--- config.mk ---
export PLATFORM = sky130hd
export DESIGN_NAME = priority_task_list_top
export DESIGN_NICKNAME = d
export VERILOG_FILES = /design/src/hdl/ptl_pkg.sv /design/src/hdl/ptl_front.sv /design/src/hdl/ptl_back.sv /design/src/hdl/priority_task_list_top.sv
export SDC_FILE = /design/constraint.sdc
export NUM_CORES = 2
export LEC_CHECK = 0
export BUFFER_PORTS_ARGS = -buffer_cell sky130_fd_sc_hd__buf_2
export CAP_MARGIN = 15
export CORE_MARGIN = 2
export CORE_UTILIZATION = 55
export CTS_CLUSTER_DIAMETER = 40
export CTS_CLUSTER_SIZE = 10
export DETAILED_ROUTE_END_ITERATION = 8
export PLACE_DENSITY = 0.74
export SYNTH_ARGS = -nofsm -noshare
export SYNTH_HDL_FRONTEND = slang
export SYNTH_HIERARCHICAL = 1
export SYNTH_SLANG_ARGS = --single-unit
--- constraint.sdc ---
create_clock -name clk -period 6.29 [get_ports clk]
set_clock_uncertainty 0.2 [all_clocks]
set_input_delay 0.629 -clock clk [delete_from_list [all_inputs] [get_ports clk]]
set_output_delay 0.629 -clock clk [all_outputs]
set_load 0.01 [all_outputs]
--- src/hdl/ptl_pkg.sv ---
// shared types and constants of the priority task list
package ptl_pkg;
  localparam int TASKS = 32;
  localparam int SW = $clog2(TASKS);
  localparam int MAX_OUT = 32;
  localparam int CW = $clog2(MAX_OUT + 1);

  localparam logic [2:0] K_CREATE = 3'd0;
  localparam logic [2:0] K_KILL = 3'd1;
  localparam logic [2:0] K_CHANGE = 3'd2;
  localparam logic [2:0] K_PCHECK = 3'd3;
  localparam logic [2:0] K_RUN = 3'd4;

  localparam logic [1:0] ST_OK = 2'd0;
  localparam logic [1:0] ST_FULL = 2'd1;
  localparam logic [1:0] ST_BAD = 2'd2;
  localparam logic [1:0] ST_PZERO = 2'd3;

  localparam logic [15:0] HEAD_PRIO = 16'h0000;

  typedef struct packed {
    logic [2:0]  kind;
    logic [4:0]  slot;
    logic [15:0] prio;
    logic [7:0]  handler;
    logic [4:0]  parent;
    logic        has_parent;
    logic        slot_ok;
  } cmd_t;

  typedef struct packed {
    logic [1:0]  status;
    logic [4:0]  slot;
    logic [7:0]  handler;
    logic [15:0] prio;
    logic        parent_dead;
    logic        last;
  } res_t;
endpackage

--- src/hdl/ptl_front.sv ---
// front end: accepts words, drops unknown kinds, checks slot range, queues commands
module ptl_front (
  input  logic          clk,
  input  logic          rst_n,
  input  logic          in_valid,
  output logic          in_ready,
  input  logic [2:0]    in_kind,
  input  logic [4:0]    in_slot,
  input  logic [15:0]   in_priority_req,
  input  logic [7:0]    in_handler,
  input  logic [4:0]    in_parent_slot,
  input  logic          in_has_parent,
  output ptl_pkg::cmd_t q_cmd,
  output logic          q_valid,
  input  logic          q_pop
);
  import ptl_pkg::*;

  cmd_t q_r [2];
  logic [1:0] cnt_r, cnt_nxt;
  logic wp_r, rp_r;
  logic push;
  cmd_t c;

  always_comb begin
    c.kind = in_kind;
    c.slot = in_slot;
    c.prio = in_priority_req;
    c.handler = in_handler;
    c.parent = in_parent_slot;
    c.has_parent = in_has_parent;
    c.slot_ok = ({1'b0, in_slot} < 6'(TASKS));
  end

  assign in_ready = (cnt_r != 2'd2);
  // unknown kinds are swallowed here
  assign push = in_valid && in_ready && (in_kind <= K_RUN);
  assign q_valid = (cnt_r != 2'd0);
  assign q_cmd = q_r[rp_r];

  always_comb begin
    cnt_nxt = cnt_r + 2'(push) - 2'(q_pop);
  end

  always_ff @(posedge clk) begin
    if (!rst_n) begin
      cnt_r <= '0;
      wp_r <= 1'b0;
      rp_r <= 1'b0;
    end else begin
      cnt_r <= cnt_nxt;
      if (push) wp_r <= ~wp_r;
      if (q_pop) rp_r <= ~rp_r;
    end
  end

  always_ff @(posedge clk) begin
    if (push) q_r[wp_r] <= c;
  end
endmodule

--- src/hdl/ptl_back.sv ---
// back end: sequencer over the slot tables
module ptl_back (
  input  logic          clk,
  input  logic          rst_n,
  input  ptl_pkg::cmd_t q_cmd,
  input  logic          q_valid,
  output logic          q_pop,
  output ptl_pkg::res_t res,
  output logic          res_valid,
  input  logic          res_ready
);
  import ptl_pkg::*;

  typedef enum logic [5:0] {
    S_IDLE  = 6'b000001,
    S_SCAN  = 6'b000010,
    S_WALK  = 6'b000100,
    S_LINK  = 6'b001000,
    S_RUN   = 6'b010000,
    S_EMIT  = 6'b100000
  } state_t;

  state_t state_r;
  logic [TASKS-1:0] used_r, ppres_r;
  logic [15:0] prio_r [TASKS];
  logic [7:0] hand_r [TASKS];
  logic [SW-1:0] next_r [TASKS];
  logic [SW-1:0] prev_r [TASKS];
  logic [4:0] plink_r [TASKS];

  cmd_t cmd_r;
  logic [SW-1:0] id_r, cur_r;
  logic [CW-1:0] k_r;
  res_t res_r;
  logic rv_r;

  logic [SW-1:0] sidx, nx;
  logic [SW:0] free_id;
  logic pl_live;
  logic run_last;
  logic bad_slot;
  logic [1:0] first_st;
  logic first_pd, first_done;

  assign res = res_r;
  assign res_valid = rv_r;
  assign sidx = cmd_r.slot[SW-1:0];
  assign nx = next_r[cur_r];
  assign pl_live = ({1'b0, plink_r[sidx]} < 6'(TASKS)) ?
                   used_r[plink_r[sidx][SW-1:0]] : 1'b0;
  assign run_last = (nx == '0) || (k_r + 1'b1 >= CW'(MAX_OUT));

  // lowest free slot, priority encoder
  always_comb begin
    free_id = (SW+1)'(TASKS);
    for (int i = TASKS - 1; i >= 0; i--) begin
      if (!used_r[i]) free_id = (SW+1)'(i);
    end
  end

  // commands that finish at once with their status
  always_comb begin
    bad_slot = !q_cmd.slot_ok || !used_r[q_cmd.slot[SW-1:0]];
    first_st = ST_OK;
    first_pd = 1'b0;
    first_done = 1'b0;
    unique case (q_cmd.kind)
      K_CREATE: begin
        if (q_cmd.prio == HEAD_PRIO) begin
          first_st = ST_PZERO; first_done = 1'b1;
        end
      end
      K_KILL: begin
        if (q_cmd.slot == '0 || bad_slot) begin
          first_st = ST_BAD; first_done = 1'b1;
        end
      end
      K_CHANGE: begin
        first_done = 1'b1;
        if (bad_slot) first_st = ST_BAD;
      end
      K_PCHECK: begin
        if (bad_slot) begin
          first_st = ST_BAD; first_pd = 1'b1; first_done = 1'b1;
        end
      end
      default: ;
    endcase
  end

  assign q_pop = (state_r == S_IDLE) && q_valid && !rv_r;

  always_ff @(posedge clk) begin
    if (!rst_n) begin
      state_r <= S_IDLE;
      rv_r <= 1'b0;
      used_r <= TASKS'(1);
      ppres_r <= '0;
      next_r[0] <= '0;
      prev_r[0] <= '0;
      prio_r[0] <= HEAD_PRIO;
      hand_r[0] <= '0;
    end else begin
      if (rv_r && res_ready && state_r != S_RUN) rv_r <= 1'b0;
      unique case (state_r)
        S_IDLE: begin
          if (q_pop) begin
            cmd_r <= q_cmd;
            res_r <= '{status: first_st, slot: '0, handler: '0, prio: '0,
                       parent_dead: first_pd, last: 1'b1};
            rv_r <= first_done;
            cur_r <= '0;
            k_r <= '0;
            if (q_cmd.kind == K_CHANGE && !bad_slot)
              hand_r[q_cmd.slot[SW-1:0]] <= q_cmd.handler;
            if (!first_done) begin
              unique case (q_cmd.kind)
                K_CREATE: state_r <= S_SCAN;
                K_KILL: state_r <= S_LINK;
                K_PCHECK: state_r <= S_EMIT;
                default: state_r <= S_RUN;
              endcase
            end
          end
        end
        S_SCAN: begin
          if (free_id[SW]) begin
            res_r.status <= ST_FULL; rv_r <= 1'b1; state_r <= S_IDLE;
          end else begin
            id_r <= free_id[SW-1:0];
            state_r <= S_WALK;
          end
        end
        S_WALK: begin
          // advance while next entry has priority <= new one
          if (nx == '0 || prio_r[nx] > cmd_r.prio) begin
            hand_r[id_r] <= cmd_r.handler;
            prio_r[id_r] <= cmd_r.prio;
            plink_r[id_r] <= cmd_r.parent;
            ppres_r[id_r] <= cmd_r.has_parent;
            prev_r[id_r] <= cur_r;
            next_r[id_r] <= nx;
            next_r[cur_r] <= id_r;
            prev_r[nx] <= id_r;
            used_r[id_r] <= 1'b1;
            res_r.slot <= 5'(id_r);
            rv_r <= 1'b1;
            state_r <= S_IDLE;
          end else cur_r <= nx;
        end
        S_LINK: begin
          next_r[prev_r[sidx]] <= next_r[sidx];
          prev_r[next_r[sidx]] <= prev_r[sidx];
          used_r[sidx] <= 1'b0;
          rv_r <= 1'b1;
          state_r <= S_IDLE;
        end
        S_EMIT: begin
          res_r.parent_dead <= !(ppres_r[sidx] && pl_live);
          rv_r <= 1'b1;
          state_r <= S_IDLE;
        end
        S_RUN: begin
          if (!rv_r || res_ready) begin
            res_r <= '{status: ST_OK, slot: 5'(cur_r), handler: hand_r[cur_r],
                       prio: prio_r[cur_r], parent_dead: 1'b0, last: run_last};
            rv_r <= 1'b1;
            k_r <= k_r + 1'b1;
            cur_r <= nx;
            if (run_last) state_r <= S_IDLE;
          end
        end
        default: state_r <= S_IDLE;
      endcase
    end
  end
endmodule

--- src/hdl/priority_task_list_top.sv ---
// Priority task list: a 32-slot pool kept as a ring sorted by priority with
// slot 0 as fixed head. A front stage accepts one word per cycle, while its
// two-entry command queue has room; the back sequencer handles one command at a time.
// Kill, change and parent check need no walk; create walks the ring one entry
// at a time to its place; run emits one word per cycle while the receiver is ready, one
// per linked entry. The back end's ring walk over the link table sets the rate.
module priority_task_list_top (
  input  logic        clk,
  input  logic        rst_n,
  input  logic        in_valid,
  output logic        in_ready,
  input  logic [2:0]  in_kind,
  input  logic [4:0]  in_slot,
  input  logic [15:0] in_priority_req,
  input  logic [7:0]  in_handler,
  input  logic [4:0]  in_parent_slot,
  input  logic        in_has_parent,
  output logic        out_valid,
  input  logic        out_ready,
  output logic [1:0]  out_status,
  output logic [4:0]  out_result_slot,
  output logic [7:0]  out_result_handler,
  output logic [15:0] out_result_priority,
  output logic        out_parent_dead,
  output logic        out_last
);
  import ptl_pkg::*;

  cmd_t q_cmd;
  logic q_valid, q_pop;
  res_t res;

  ptl_front u_front (
    .clk, .rst_n, .in_valid, .in_ready, .in_kind, .in_slot, .in_priority_req,
    .in_handler, .in_parent_slot, .in_has_parent, .q_cmd, .q_valid, .q_pop
  );

  ptl_back u_back (
    .clk, .rst_n, .q_cmd, .q_valid, .q_pop, .res,
    .res_valid(out_valid), .res_ready(out_ready)
  );

  assign out_status = res.status;
  assign out_result_slot = res.slot;
  assign out_result_handler = res.handler;
  assign out_result_priority = res.prio;
  assign out_parent_dead = res.parent_dead;
  assign out_last = res.last;
endmodule

==> flow_summary.ini <==
[sta]
relSlewSlack_pct = 9.424
finalCritPeriodShare_pct = 105.8
finalWorstSetupSlack_ns = -0.3617
setup_viol_count_final = 2120
rsz0062_at_grt = yes
fmax_ghz = 0.1503
tightest_slew_ns = 1.355
final-hold-violation-count = 0
slew_viol_final = 0
setup_tns_ns = -283.75
fin_crit_ns = 6.652

[drt]
wire_per_inst_um = 31.18
drc = 0
via_per_inst = 6.980
first_pass_iters = 6
vias = 49130
drtIter0Drc = 7885
drt.antenna.violating_nets = 0
drt_wl_total_um = 219500

[global_routing]
antenna_found_initial = 2
grtUsageMet1_pct = 43.56
grt_max_degree = 97
grt_overflow = 0
busiest_layer = met2
groute.layer.met2.usage_pct = 51.41
grt_pass1_wl_um = 318800
grt_pass1_vias = 48010
use_met3_pct = 9.132
track_usage_pct = 33.28

[critical_path]
max_stage_delay_ns = 0.58
crit_type = reg2reg
cp_data_required_time_ns = 6.61
r2r_setup_slack_ns = -0.36
reg2reg_to = u_back/next_r[5][4]$_DFFE_PP_
cpMostUsedCell = buf_4
critPathMaxFanout = 6
crit_path_end_kind = flip-flop
worstRegToRegCells = 29
slowest_stage = mux4_2
worstPathArrival_ns = 6.97
startpoint_type = flip-flop

[clock_tree]
clkSinkCount = 1494
clock_latency_ns = 0.86
clock_path_buffers = 3
cts_tree = built
ctsRootBufferMaster = clkbuf_16
clk_pin_slew_worst_paths_ns = 0.06
htree_levels = 4
cts_inserted_buffers = 196

[layout]
drive_gt1_share_pct = 37.16
nets = 5319
fillers = 7828
area_growth_pct = 23.49
utilization_pct = 68.56

[run_status]
violations = negative setup slack
outcome = complete, but fails checks

[placed_design]
pre_cts_slack_ns = -0.6542
dp.final_hpwl_um = 130300
port_buffers = 76
gp_congestion = 0.9686

[worst_hold_path]
min_from = in_valid
hold_path_depth = 3
min_to = u_front/wp_r$_SDFFE_PN0P_
hp-class = in2reg

[logic_synthesis]
synth_flop_cell = edfxtp_1
syn-num-nets = 4703
synth.avg_cell_area_um2 = 15.06
synth_area_mm2 = 0.06989
synth-edff-count = 1408
yosys_warnings = 6
seq_area_frac_synth_pct = 62.96
synthCells = 4642
synth-seq-cells = 1494
synthArstFlopShare_pct = 0
yosys.cell_types.count = 78

[pwr]
power_density_mw_per_mm2 = 343.5
pwr-share-comb_pct = 25.0
p_switching_w = 0.008613
seq_power_share_pct = 38.8
swShare_pct = 29.05
p_int_w = 0.02103
ir_worst_vdd_uv = 354.8
p_leak_nw = 32.07
pwr-share-clk_pct = 36.3

[floorplanning]
start_util_pct = 55.52
io_pins = 77
core-area_mm2 = 0.1259
die_h_um = 360.5
row_count = 130
die_w_um = 360.5
die-area_mm2 = 0.1299

[flow_run]
maxCapViolCount = 0
## stage by stage
stage	total power, W	instances	hold WS [ns]	cell area [um^2]
CTS	0.02919	7003	0.1193	85380
finish	0.02965	7039	0.1682	86310
detailed placement	0.01797	6567	0.3020	76650
floorplan	0.01567	4642	0.2421	69970
global route	0.03043	7037	0.1898	86310
global placement	0.01789	6566	0.2739	76640
## cell usage in the layout, fill, tap and decap left out, drive strengths merged, types with 11 or more instances in the layout
cell         instances
bufinv              15
a21o                14
nor4                23
inv                 48
nand2b              17
dlygate4sd3         39
edfxtp            1408
dfxtp               86
a31oi              132
ha                  19
mux2i               66
buf                740
mux4               463
a22o                17
and3               148
nor3b               12
clkbuf             253
nand4               26
o21ai               96
and2                22
nand3               79
nand2              558
nor2               317
clkinv              45
o22ai               90
nor3                41
mux2               248
a21oi              239
nor2b               16
nand3b              14
a22oi               11
## worst max path at each step
| stage | startpoint | end | slack (ns) | cells after the start |
|---|---|---|---|---|
| final | flip-flop | u_back/next_r[5][4]$_DFFE_PP_ | -0.36 | 29 |
| after global routing | flip-flop | u_back/prev_r[4][3]$_DFFE_PP_ | -0.48 | 30 |
| after CTS | flip-flop | u_back/hand_r[10][5]$_DFFE_PP_ | -0.06 | 27 |
| after detailed placement | flip-flop | u_back/next_r[5][4]$_DFFE_PP_ | -0.65 | 28 |
| after global placement | flip-flop | u_back/prev_r[3][1]$_DFFE_PP_ | -0.66 | 26 |
| after floorplan | flip-flop | u_back/prio_r[13][0]$_DFFE_PP_ | -0.33 | 23 |
## cells by family (layout without fill, tap and decap cells)
| logic type | count (synthesis) | in the layout | synth area share (%) |
|---|---|---|---|
| fa+ha+maj | 19 | 19 | 0.3401 |
| simple gates | 1292 | 1292 | 8.688 |
| flops | 1494 | 1494 | 62.96 |
| mux | 776 | 777 | 19.99 |
| xor+xnor | 7 | 7 | 0.08772 |
| other cells | 1 | 3 | 0.005365 |
| compound gates | 647 | 647 | 5.455 |
| buf+inv | 406 | 1150 | 2.481 |
## flip-flops by register name (all words and copies together), names as in the netlist, 32 cells and up, named ones only
signal          cells
u_back/prio_r     512
u_back/hand_r     256
u_back/next_r     160
u_back/plink_r    160
u_back/prev_r     160
u_front/q_r        76
u_back/res         33
u_back/ppres_r     32
u_back/used_r      32
## final cells by class
class	instances	area, um^2	area share, %
Sequential cell	1494	44030	51.01
Antenna cell	2	5.005	0.005798
Timing Repair Buffer	783	8049	9.325
Multi-Input combinational cell	2743	25730	29.81
Clock buffer	251	5286	6.125
Clock inverter	76	974.7	1.129
Tap cell	1650	2064	2.392
Inverter	40	176.4	0.2044
## what timing repair did
| item | 4_1_cts | 5_1_grt |
|---|---|---|
| setup endpoints to repair | 2377 | 2379 |
| resized for setup | 248 | 132 |
| pin swaps | 64 | 47 |
| cloned | 16 | 2 |
| hold buffers | 39 | 0 |
| buffers inserted | 55 | 36 |
| endpoints found under the hold margin | 79 | 0 |
## synthesized netlist by cell type, types with 20 or more instances
library cell	instances	area (um^2)
a21oi_1	238	1191
buf_1	54	202.7
mux4_2	463	10430
clkbuf_1	225	844.6
dfxtp_1	86	1722
mux2_4	20	300.3
inv_1	39	146.4
mux2i_1	64	640.6
nor4_1	23	143.9
nand3_2	24	240.2
nand2_1	557	2091
mux2_2	211	2376
and2_1	22	137.6
a31oi_1	132	825.8
and3_1	148	925.9
nor2_1	309	1160
edfxtp_1	1408	42280
o21ai_0	86	430.4
nor3_1	41	205.2
buf_2	65	325.3
nand3_1	55	275.3
o22ai_1	90	563.0
## power groups by stage
stage | Clock [W] | Combinational [W] | Sequential, W
2_1_floorplan | 0 | 0.00423 | 0.0114
3_3_place_gp | 0 | 0.00623 | 0.0117
3_5_place_dp | 0 | 0.00630 | 0.0117
4_1_cts | 0.0108 | 0.00690 | 0.0115
5_1_grt | 0.0112 | 0.00767 | 0.0115
6_report | 0.0108 | 0.00740 | 0.0115
## critical path: cells and delay by family, from the launching register on
| kind | cells | cell delay [ns] |
|---|---|---|
| multiplexers | 3 | 1.32 |
| AO/OA/AOI/OAI | 9 | 1.62 |
| AND/OR/NAND/NOR | 4 | 0.68 |
| buffers and inverters | 12 | 1.91 |
| flip-flops | 1 | 0.41 |
| adder cells (fa/ha/maj) | 1 | 0.20 |
## per-layer routing
layer,vias up,routed length (um)
met3,864,30220
met2,4396,101300
met1,24320,74550
met4,2,13320
li1,19550,-
met5,-,13
Power figures use the tool's default switching activity.
